<file path="src/rtl/core/eia_pkg.sv">
// ----------------------------------------------------------------------------
// Extended integer arithmetic package
// Operation codes, write masks and the payload types of the arithmetic unit.
// ----------------------------------------------------------------------------
package eia_pkg;

  typedef enum logic [1:0] {
    CMD_MUL  = 2'd0,
    CMD_DIV  = 2'd1,
    CMD_ASH  = 2'd2,
    CMD_ASHC = 2'd3
  } cmd_t;

  localparam logic [1:0] WM_NONE = 2'd0;
  localparam logic [1:0] WM_HIGH = 2'd1;
  localparam logic [1:0] WM_BOTH = 2'd2;

  localparam int DivStages = 8;

  typedef struct packed {
    cmd_t        cmd;
    logic [15:0] reg_high;
    logic [15:0] reg_low;
    logic [15:0] source;
  } operands_t;

  typedef struct packed {
    logic [15:0] result_high;
    logic [15:0] result_low;
    logic [1:0]  write_mask;
    logic        flag_n;
    logic        flag_z;
    logic        flag_v;
    logic        flag_c;
  } result_t;

  typedef struct packed {
    cmd_t        cmd;
    logic [31:0] acc;
    logic [1:0]  wm;
    logic        n;
    logic        z;
    logic        v;
    logic        c;
    logic [15:0] dmag;
    logic        qneg;
    logic        rneg;
    logic        dzero;
    logic        dovf;
  } stage_t;

endpackage

</file>
<file path="src/rtl/core/extended_integer_arith_unit_top.sv">
// ----------------------------------------------------------------------------
// Extended integer arithmetic unit
// An operation passes stage registers 0 to 8; done is registered from stage 8.
// Throughput: one operation per cycle; busy stays low, the pipeline never stalls.
// Stage depth is set by the divider: two quotient bits per stage over 8 stages.
// Reset clears the stage valid bits and the done strobe; payload is not reset.
// MUL, DIV, ASH and ASHC on a register pair and a 16-bit source operand.
// ----------------------------------------------------------------------------
module extended_integer_arith_unit_top (
  input  logic               clk,
  input  logic               rst,
  input  logic               start,
  output logic               busy,
  input  eia_pkg::operands_t operands,
  output logic               done,
  output eia_pkg::result_t   result
);

  function automatic logic [33:0] shift_f(input logic wide, input logic [31:0] val,
                                          input logic [5:0] cnt);
    logic [63:0] u;
    logic [63:0] sh;
    logic [63:0] ones;
    logic [63:0] span;
    logic [31:0] res;
    logic [6:0]  amt;
    logic        c;
    logic        v;
    u    = wide ? {{32{val[31]}}, val} : {{48{val[15]}}, val[15:0]};
    res  = val;
    c    = 1'b0;
    v    = 1'b0;
    sh   = '0;
    ones = '0;
    span = '0;
    amt  = '0;
    if (cnt[5]) begin
      amt = 7'd64 - {1'b0, cnt};
      sh  = $signed(u) >>> (amt - 7'd1);
      c   = sh[0];
      sh  = $signed(sh) >>> 1;
      res = sh[31:0];
    end else if (cnt != 6'd0) begin
      sh   = u << cnt;
      ones = (64'd1 << ({1'b0, cnt} + 7'd1)) - 64'd1;
      span = (wide ? (sh >> 31) : (sh >> 15)) & ones;
      c    = wide ? sh[32] : sh[16];
      v    = (span != 64'd0) && (span != ones);
      res  = sh[31:0];
    end
    if (!wide) begin
      res = {16'd0, res[15:0]};
    end
    return {v, c, res};
  endfunction

  eia_pkg::stage_t pipe [eia_pkg::DivStages+1];
  logic            valid [eia_pkg::DivStages+1];
  eia_pkg::stage_t pipe_next [eia_pkg::DivStages+1];

  eia_pkg::stage_t entry;
  logic [31:0]     prod;
  logic [31:0]     dvd;
  logic [31:0]     dmag32;
  logic [15:0]     smag;
  logic [33:0]     sh_res;
  logic            wide;

  eia_pkg::result_t result_next;
  logic [15:0]      q;
  logic [15:0]      r;
  logic             qovf;

  assign busy = 1'b0;

  always_comb begin
    entry        = '0;
    entry.cmd    = operands.cmd;
    prod         = 32'($signed(operands.reg_high) * $signed(operands.source));
    dvd          = {operands.reg_high, operands.reg_low};
    dmag32       = dvd[31] ? (32'd0 - dvd) : dvd;
    smag         = operands.source[15] ? (16'd0 - operands.source) : operands.source;
    wide         = (operands.cmd == eia_pkg::CMD_ASHC);
    sh_res       = shift_f(wide, wide ? dvd : {16'd0, operands.reg_high},
                           operands.source[5:0]);
    case (operands.cmd)
      eia_pkg::CMD_MUL: begin
        entry.acc = prod;
        entry.wm  = eia_pkg::WM_BOTH;
        entry.n   = prod[31];
        entry.z   = (prod == 32'd0);
        entry.c   = (prod[31:15] != 17'd0) && (prod[31:15] != 17'h1FFFF);
      end
      eia_pkg::CMD_DIV: begin
        entry.acc   = dmag32;
        entry.dmag  = smag;
        entry.qneg  = dvd[31] ^ operands.source[15];
        entry.rneg  = dvd[31];
        entry.dzero = (operands.source == 16'd0);
        entry.dovf  = (dmag32[31:16] >= smag);
      end
      eia_pkg::CMD_ASH: begin
        entry.acc = {sh_res[15:0], 16'd0};
        entry.wm  = eia_pkg::WM_HIGH;
        entry.n   = sh_res[15];
        entry.z   = (sh_res[15:0] == 16'd0);
        entry.v   = sh_res[33];
        entry.c   = sh_res[32];
      end
      default: begin
        entry.acc = sh_res[31:0];
        entry.wm  = eia_pkg::WM_BOTH;
        entry.n   = sh_res[31];
        entry.z   = (sh_res[31:0] == 32'd0);
        entry.v   = sh_res[33];
        entry.c   = sh_res[32];
      end
    endcase
  end

  always_comb begin
    logic [16:0] t;
    t = '0;
    pipe_next[0] = entry;
    for (int k = 0; k < eia_pkg::DivStages; k++) begin
      pipe_next[k+1] = pipe[k];
      if (pipe[k].cmd == eia_pkg::CMD_DIV && !pipe[k].dzero && !pipe[k].dovf) begin
        for (int s = 0; s < 2; s++) begin
          t = pipe_next[k+1].acc[31:15];
          if (t >= {1'b0, pipe[k].dmag}) begin
            t = t - {1'b0, pipe[k].dmag};
            pipe_next[k+1].acc = {t[15:0], pipe_next[k+1].acc[14:0], 1'b1};
          end else begin
            pipe_next[k+1].acc = {t[15:0], pipe_next[k+1].acc[14:0], 1'b0};
          end
        end
      end
    end
  end

  always_comb begin
    eia_pkg::stage_t last;
    last = pipe[eia_pkg::DivStages];
    q    = last.acc[15:0];
    r    = last.acc[31:16];
    qovf = last.dovf || (last.qneg ? (q > 16'h8000) : q[15]);
    result_next.result_high = last.acc[31:16];
    result_next.result_low  = last.acc[15:0];
    result_next.write_mask  = last.wm;
    result_next.flag_n      = last.n;
    result_next.flag_z      = last.z;
    result_next.flag_v      = last.v;
    result_next.flag_c      = last.c;
    if (last.cmd == eia_pkg::CMD_DIV) begin
      if (last.dzero || qovf) begin
        result_next.result_high = '0;
        result_next.result_low  = '0;
        result_next.write_mask  = eia_pkg::WM_NONE;
        result_next.flag_n      = 1'b0;
        result_next.flag_z      = 1'b0;
        result_next.flag_v      = 1'b1;
        result_next.flag_c      = last.dzero;
      end else begin
        result_next.result_high = last.qneg ? (16'd0 - q) : q;
        result_next.result_low  = last.rneg ? (16'd0 - r) : r;
        result_next.write_mask  = eia_pkg::WM_BOTH;
        result_next.flag_n      = last.qneg && (q != 16'd0);
        result_next.flag_z      = (q == 16'd0);
        result_next.flag_v      = 1'b0;
        result_next.flag_c      = 1'b0;
      end
    end
  end

  always_ff @(posedge clk) begin
    if (rst) begin
      for (int k = 0; k <= eia_pkg::DivStages; k++) begin
        valid[k] <= 1'b0;
      end
      done <= 1'b0;
    end else begin
      valid[0] <= start;
      for (int k = 0; k < eia_pkg::DivStages; k++) begin
        valid[k+1] <= valid[k];
      end
      done <= valid[eia_pkg::DivStages];
    end
  end

  always_ff @(posedge clk) begin
    for (int k = 0; k <= eia_pkg::DivStages; k++) begin
      pipe[k] <= pipe_next[k];
    end
    result <= result_next;
  end

endmodule
</file>
<file path="config.mk">
export PLATFORM = sky130hd
export DESIGN_NAME = extended_integer_arith_unit_top
export DESIGN_NICKNAME = d
export VERILOG_FILES = /design/src/rtl/core/eia_pkg.sv /design/src/rtl/core/extended_integer_arith_unit_top.sv
export SDC_FILE = /design/constraint.sdc
export NUM_CORES = 2
export LEC_CHECK = 0
export BUFFER_PORTS_ARGS = -buffer_cell sky130_fd_sc_hd__buf_2
export CAP_MARGIN = 20
export CORE_MARGIN = 5
export CORE_UTILIZATION = 46
export CTS_BUF_LIST = sky130_fd_sc_hd__clkbuf_4
export DETAILED_ROUTE_END_ITERATION = 8
export PLACE_DENSITY = 0.61
export SYNTH_ARGS = -nofsm -noshare
export SYNTH_HDL_FRONTEND = slang
export SYNTH_SLANG_ARGS = --single-unit
</file>
<file path="constraint.sdc">
create_clock -name clk -period 28.5 [get_ports clk]
set_input_delay 2.85 -clock clk [delete_from_list [all_inputs] [get_ports clk]]
set_output_delay 2.85 -clock clk [all_outputs]
set_load 0.03 [all_outputs]
</file>
; Yosys cells after proc, flatten, opt, wreduce, memory -nomap -nowiden
; Memories as Yosys holds them, arrays and structs flattened. A register that Yosys moved wholly into a read port is not among the register bits.
; Cells that the tools add are included.
[word_totals]
memories = 2
mem_bits_rw = 549
output_inout_bits = 40
register_bits = 38
wordCells = 195
in_bits = 53
[mem_list]
columns = memory, words, width, rd, rd_clocked_by_memory_dff, write_ports, line
row1 = pipe, 9, 60, 9, 0, 9, extended_integer_arith_unit_top.sv:57  ; eia_pkg::stage_t pipe [eia_pkg::DivStages+1];
row2 = valid, 9, 1, 9, 1, 9, extended_integer_arith_unit_top.sv:58  ; logic valid [eia_pkg::DivStages+1];
[classes]
n_bitwise = 11
n_addsub = 24
n_lt_le_gt_ge = 18
n_mul = 1
shifts = 3
n_eq_ne = 14
reduce_logical = 48
muxes = 67
[op_table]
columns = op, n
row1 = two-way mux 32 bit, 37
row2 = greater-or-equal comparator 17 x 16 -> 1 bit, 16
row3 = subtractor 16 bit, 16
row4 = one-hot mux 32 bit (3 select lines), 1
row5 = two-way mux 38 bit, 2
row6 = AND 49 x 64 -> 64 bit, 1
row7 = zero test 32 bit, 2
row8 = two-way mux 64 bit, 1
row9 = inequality test 64 bit, 1
row10 = nonzero test 64 bit, 1
row11 = "left shift 1 x 7 -> 64 bit, first input constant", 1
row12 = left shift 64 x 6 -> 64 bit, 1
row13 = >>> shifter 64 x 7 -> 33 bit, 1
row14 = "subtractor 64 x 1 -> 64 bit, second input constant", 1
row15 = two-way mux 49 bit, 1
row16 = zero test 16 bit, 3
row17 = two-way mux 16 bit, 3
row18 = "subtractor 1 x 16 -> 16 bit, first input constant", 3
row19 = multiplier 16 x 16 -> 32 bit, 1
row20 = "subtractor 1 x 32 -> 32 bit, first input constant", 1
row21 = "== test 2 x 1 -> 1 bit, second input constant", 10
row22 = two-way mux 20 bit, 1
row23 = logical AND 1 bit, 19
row24 = two-way mux 1 bit, 19
row25 = 18 further kinds, 43

; Depth between registers and ports, before layout
[logic_depth]
ltp_word = 11
ltp_mapped = 33
depth_no_buf = 25

; Least setup slack after synthesis
; No wires, ideal clock.
[synth_timing]
path_kind = in2reg
from = input port operands[5] (netlist name)
to = memory pipe[0][20] (netlist name)
arrival_ps = 11088
path_buffers = 7
path_slack_ps = 17286
t_required_ps = 28374
setup_ps = 126
stages = 30
path_cell_list = clkbuf_1 clkbuf_1 buf_1 clkbuf_1 clkbuf_1 clkbuf_1 clkbuf_1 and2_1 fa_1 inv_1 fa_1 fa_1 inv_1 fa_1 fa_1 inv_1 fa_1 inv_1 ha_1 and2_1 a221o_1 a21o_1 a221o_1 a31o_1 xor2_1 nor4b_1 nand4_1 or4_1 o41ai_1 a21oi_1
[synth_lines]
columns = item, line
row1 = from (decl), extended_integer_arith_unit_top.sv:14  ; input eia_pkg::operands_t operands,
row2 = to (decl), extended_integer_arith_unit_top.sv:57

==> results.toml <==
[critical_path]
cp.required_ns = 29.31
worst-path-max-fanout = 18
reg2reg_from = "pipe[0][5]$_SDFF_PN0_"
startpoint_type = "input port"
reg2reg_depth = 25
arrival_ns = 10.56
reg2reg_to = "pipe[0][103]$_DFF_P_"
end_kind = "flip-flop"
path_class = "in -> reg"
r2r_slack_ns = 21.41

[min_path]
min-delay-start = "pipe[0][443]$_DFF_P_"
whs_endpoint = "pipe[0][503]$_DFF_P_"
hold_path_depth = 0
hp-class = "reg -> reg"

[sta]
period_share_pct = 34.2
setup_viol = 0
rsz0062_at_grt = "false"
hold_viol = 0
max_freq_mhz = 103
min_period_ns = 9.76
worstMarginPinSlew_ns = 1.10
relSlewSlack_pct = 26.4
fin_setup_tns_ns = 0
final-max-slew-violation-count = 0
skew_ns = 0.0648

[logic_synthesis]
synth.net_count = 6768
synth_area_sq_mm = 0.0499
ys_types = 107
syn_area_per_cell_sq_um = 8.22
synth_edf_count = 0
netlist.area_leader.share_pct = 23.0
synth.area.top_cells = "dfxtp_1 (23%), fa_1 (11%), ha_1 (9.3%), nand2_1 (5.4%), inv_1 (4.1%)"
yosysSeqAreaShare_pct = 23.0
synth_cells = 6067
async_flop_share_pct = 0
yosysTopAreaCell = "dfxtp_1"
synth-seq-cells = 572
synth_warnings = 0
synthFlopType = "dfxtp_1"

[place]
gp_congestion = 1.03
place_hpwl_um = 128000
port_buffers = 91

[clock_network]
clk_pin_slew_worst_paths_ns = 0.07
clk-insertion-delay-late_ns = 0.96
cts_buffer_depth = 3
cts_buffers = 140
clock_sinks = 572
cts_tree = "done"
cts_root_buf = "clkbuf_4"
htree_levels = 4
cts_resized = 0
postCtsSetupBuffers = 0
ctsHoldBuffers = 0

[route]
drt_iter0_drc = 4136
wire_per_inst_um = 21.7
drc = 0
postRouteAntennaNets = 0
vias_per_cell = 5.97
routed_wl_um = 165000
num_vias = 45201
first_pass_iters = 8

[floorplanning]
core_sq_mm = 0.107
pin_count = 93
start_util_pct = 46.4
dieWidth_um = 339
row_count = 120
die-area_sq_mm = 0.115
die_h_um = 339

[run]
max_cap_violations = 0

[grt]
grt_max_degree = 72
antenna_found_initial = 1
grt_usage_pct = 27.7
grt_overflow_total = 0
grt_pass1_vias = 44665
grt_pass1_wl_um = 255000

[final_layout]
synthToLayoutAreaGrowth_pct = 6.94
multi_input_area_sq_mm = 0.0353
regArea_sq_mm = 0.0115
fill_cells = 10606
layout.nets = 6772
drive_gt1_share_pct = 10.1

[status]
outcome = "finished clean"
## sequential cells by signal, indices dropped and copies added (netlist names)
| signal | count |
|---|---|
| done | 1 |
| pipe | 524 |
| result | 38 |
| valid | 9 |
## Yosys cell counts, drive strengths merged, types with 17 or more instances
master   number
nand4        82
and2        161
nand2       717
o21ai       341
or2          26
xor2         88
a211oi       54
o21a         56
clkbuf      249
o221ai       22
a21oi       331
o22ai        26
and3         31
nor4         31
o2111ai      30
a21boi       32
o211ai       48
nor2b        79
buf          51
o31ai        38
nand2b       58
xnor2       198
inv         544
mux2        133
a21o         78
o41ai        26
fa          278
nor3         99
or4          19
a31oi        50
a221oi       45
mux2i       137
o21bai       31
a221o        17
a22oi        37
nand3        96
or3          53
nor2        471
ha          370
dfxtp       572
mux4         31
## placed cells by master, fill, tap and decap left out, types with 54 or more instances in the layout
cell type	n
and2_1	160
nand4_1	82
buf_4	72
a21oi_1	330
a211oi_1	54
nor2b_1	79
nand2b_1	58
nor2_1	470
mux2i_1	137
xor2_1	88
nand2_1	717
a21o_1	78
nor3_1	99
ha_1	369
o21ai_0	333
xnor2_1	198
clkbuf_4	195
inv_1	543
o21a_1	56
nand3_1	96
mux2_2	131
dfxtp_1	572
buf_2	90
fa_1	278
## worst max-delay path by stage
stage                 start             endpoint  slack, ns  depth (start not counted)
6_report       operands[47]  pipe[0][20]$_DFF_P_      18.74                         22
5_1_grt        operands[47]  pipe[0][20]$_DFF_P_      18.46                         22
4_1_cts        operands[47]  pipe[0][20]$_DFF_P_      18.95                         22
3_5_place_dp   operands[47]  pipe[0][20]$_DFF_P_      17.93                         22
3_3_place_gp   operands[47]  pipe[0][20]$_DFF_P_      17.96                         22
2_1_floorplan   operands[5]  pipe[0][20]$_DFF_P_      17.29                         30
## stage by stage
stage / utilization (%) / hold WS (ns) / instances / setup WS (ns) / instance area, sq um
6_report: 49.7 / 0.309 / 7577 / 18.74 / 53300
5_1_grt: 49.7 / 0.303 / 7577 / 18.46 / 53300
2_1_floorplan: - / 0.310 / 6067 / 17.29 / 49900
4_1_cts: 49.7 / 0.283 / 7576 / 18.95 / 53300
3_3_place_gp: 48.0 / 0.312 / 7332 / 17.96 / 51500
3_5_place_dp: 48.0 / 0.312 / 7332 / 17.93 / 51500
## routing by layer
metal | share of wire [%] | up-vias | track usage, %
met3 | 7.2 | 429 | 4.83
met2 | 45 | 1840 | 45.5
met4 | 4.4 | 0 | 11.3
met1 | 43 | 21619 | 36.4
met5 | 0 | - | 0
li1 | - | 21313 | -
## critical path, stage by stage
cell	delay (ns)
buf_2	0.40
inv_1	0.44
nor2_1	0.30
fa_1	0.59
fa_1	0.96
fa_1	0.56
fa_1	0.50
fa_1	0.49
inv_1	0.05
fa_1	0.48
inv_1	0.04
ha_1	0.36
nand4_1	0.18
inv_1	0.07
a221o_1	0.32
a31o_1	0.20
xor2_1	0.17
nor4b_1	0.38
nand4_1	0.14
or4_1	0.57
o41ai_1	0.38
a21oi_1	0.11
## cell families after synthesis
| family | after synthesis | synth area share (%) |
|---|---|---|
| xor+xnor | 286 | 5.02 |
| other cells | 1 | 0.00752 |
| buf+inv | 847 | 6.53 |
| fa+ha+maj | 648 | 20.4 |
| flops | 572 | 23.0 |
| compound gates | 1431 | 19.1 |
| mux | 301 | 7.18 |
| simple gates | 1981 | 18.8 |
## layout make-up
| cell class | count | share of cell area (%) |
|---|---|---|
| inverters | 547 | 3.85 |
| clock inverters | 49 | 0.643 |
| repair buffers | 162 | 1.86 |
| diodes | 1 | 0.00469 |
| clock buffers | 195 | 2.75 |
| well taps | 1403 | 3.29 |
| flip-flops and latches | 572 | 21.5 |
| multi-input cells | 4648 | 66.1 |
Power is left out: the tool's default activity adds up to more than one toggle a clock period on the data nets, which glitch-free logic cannot reach.
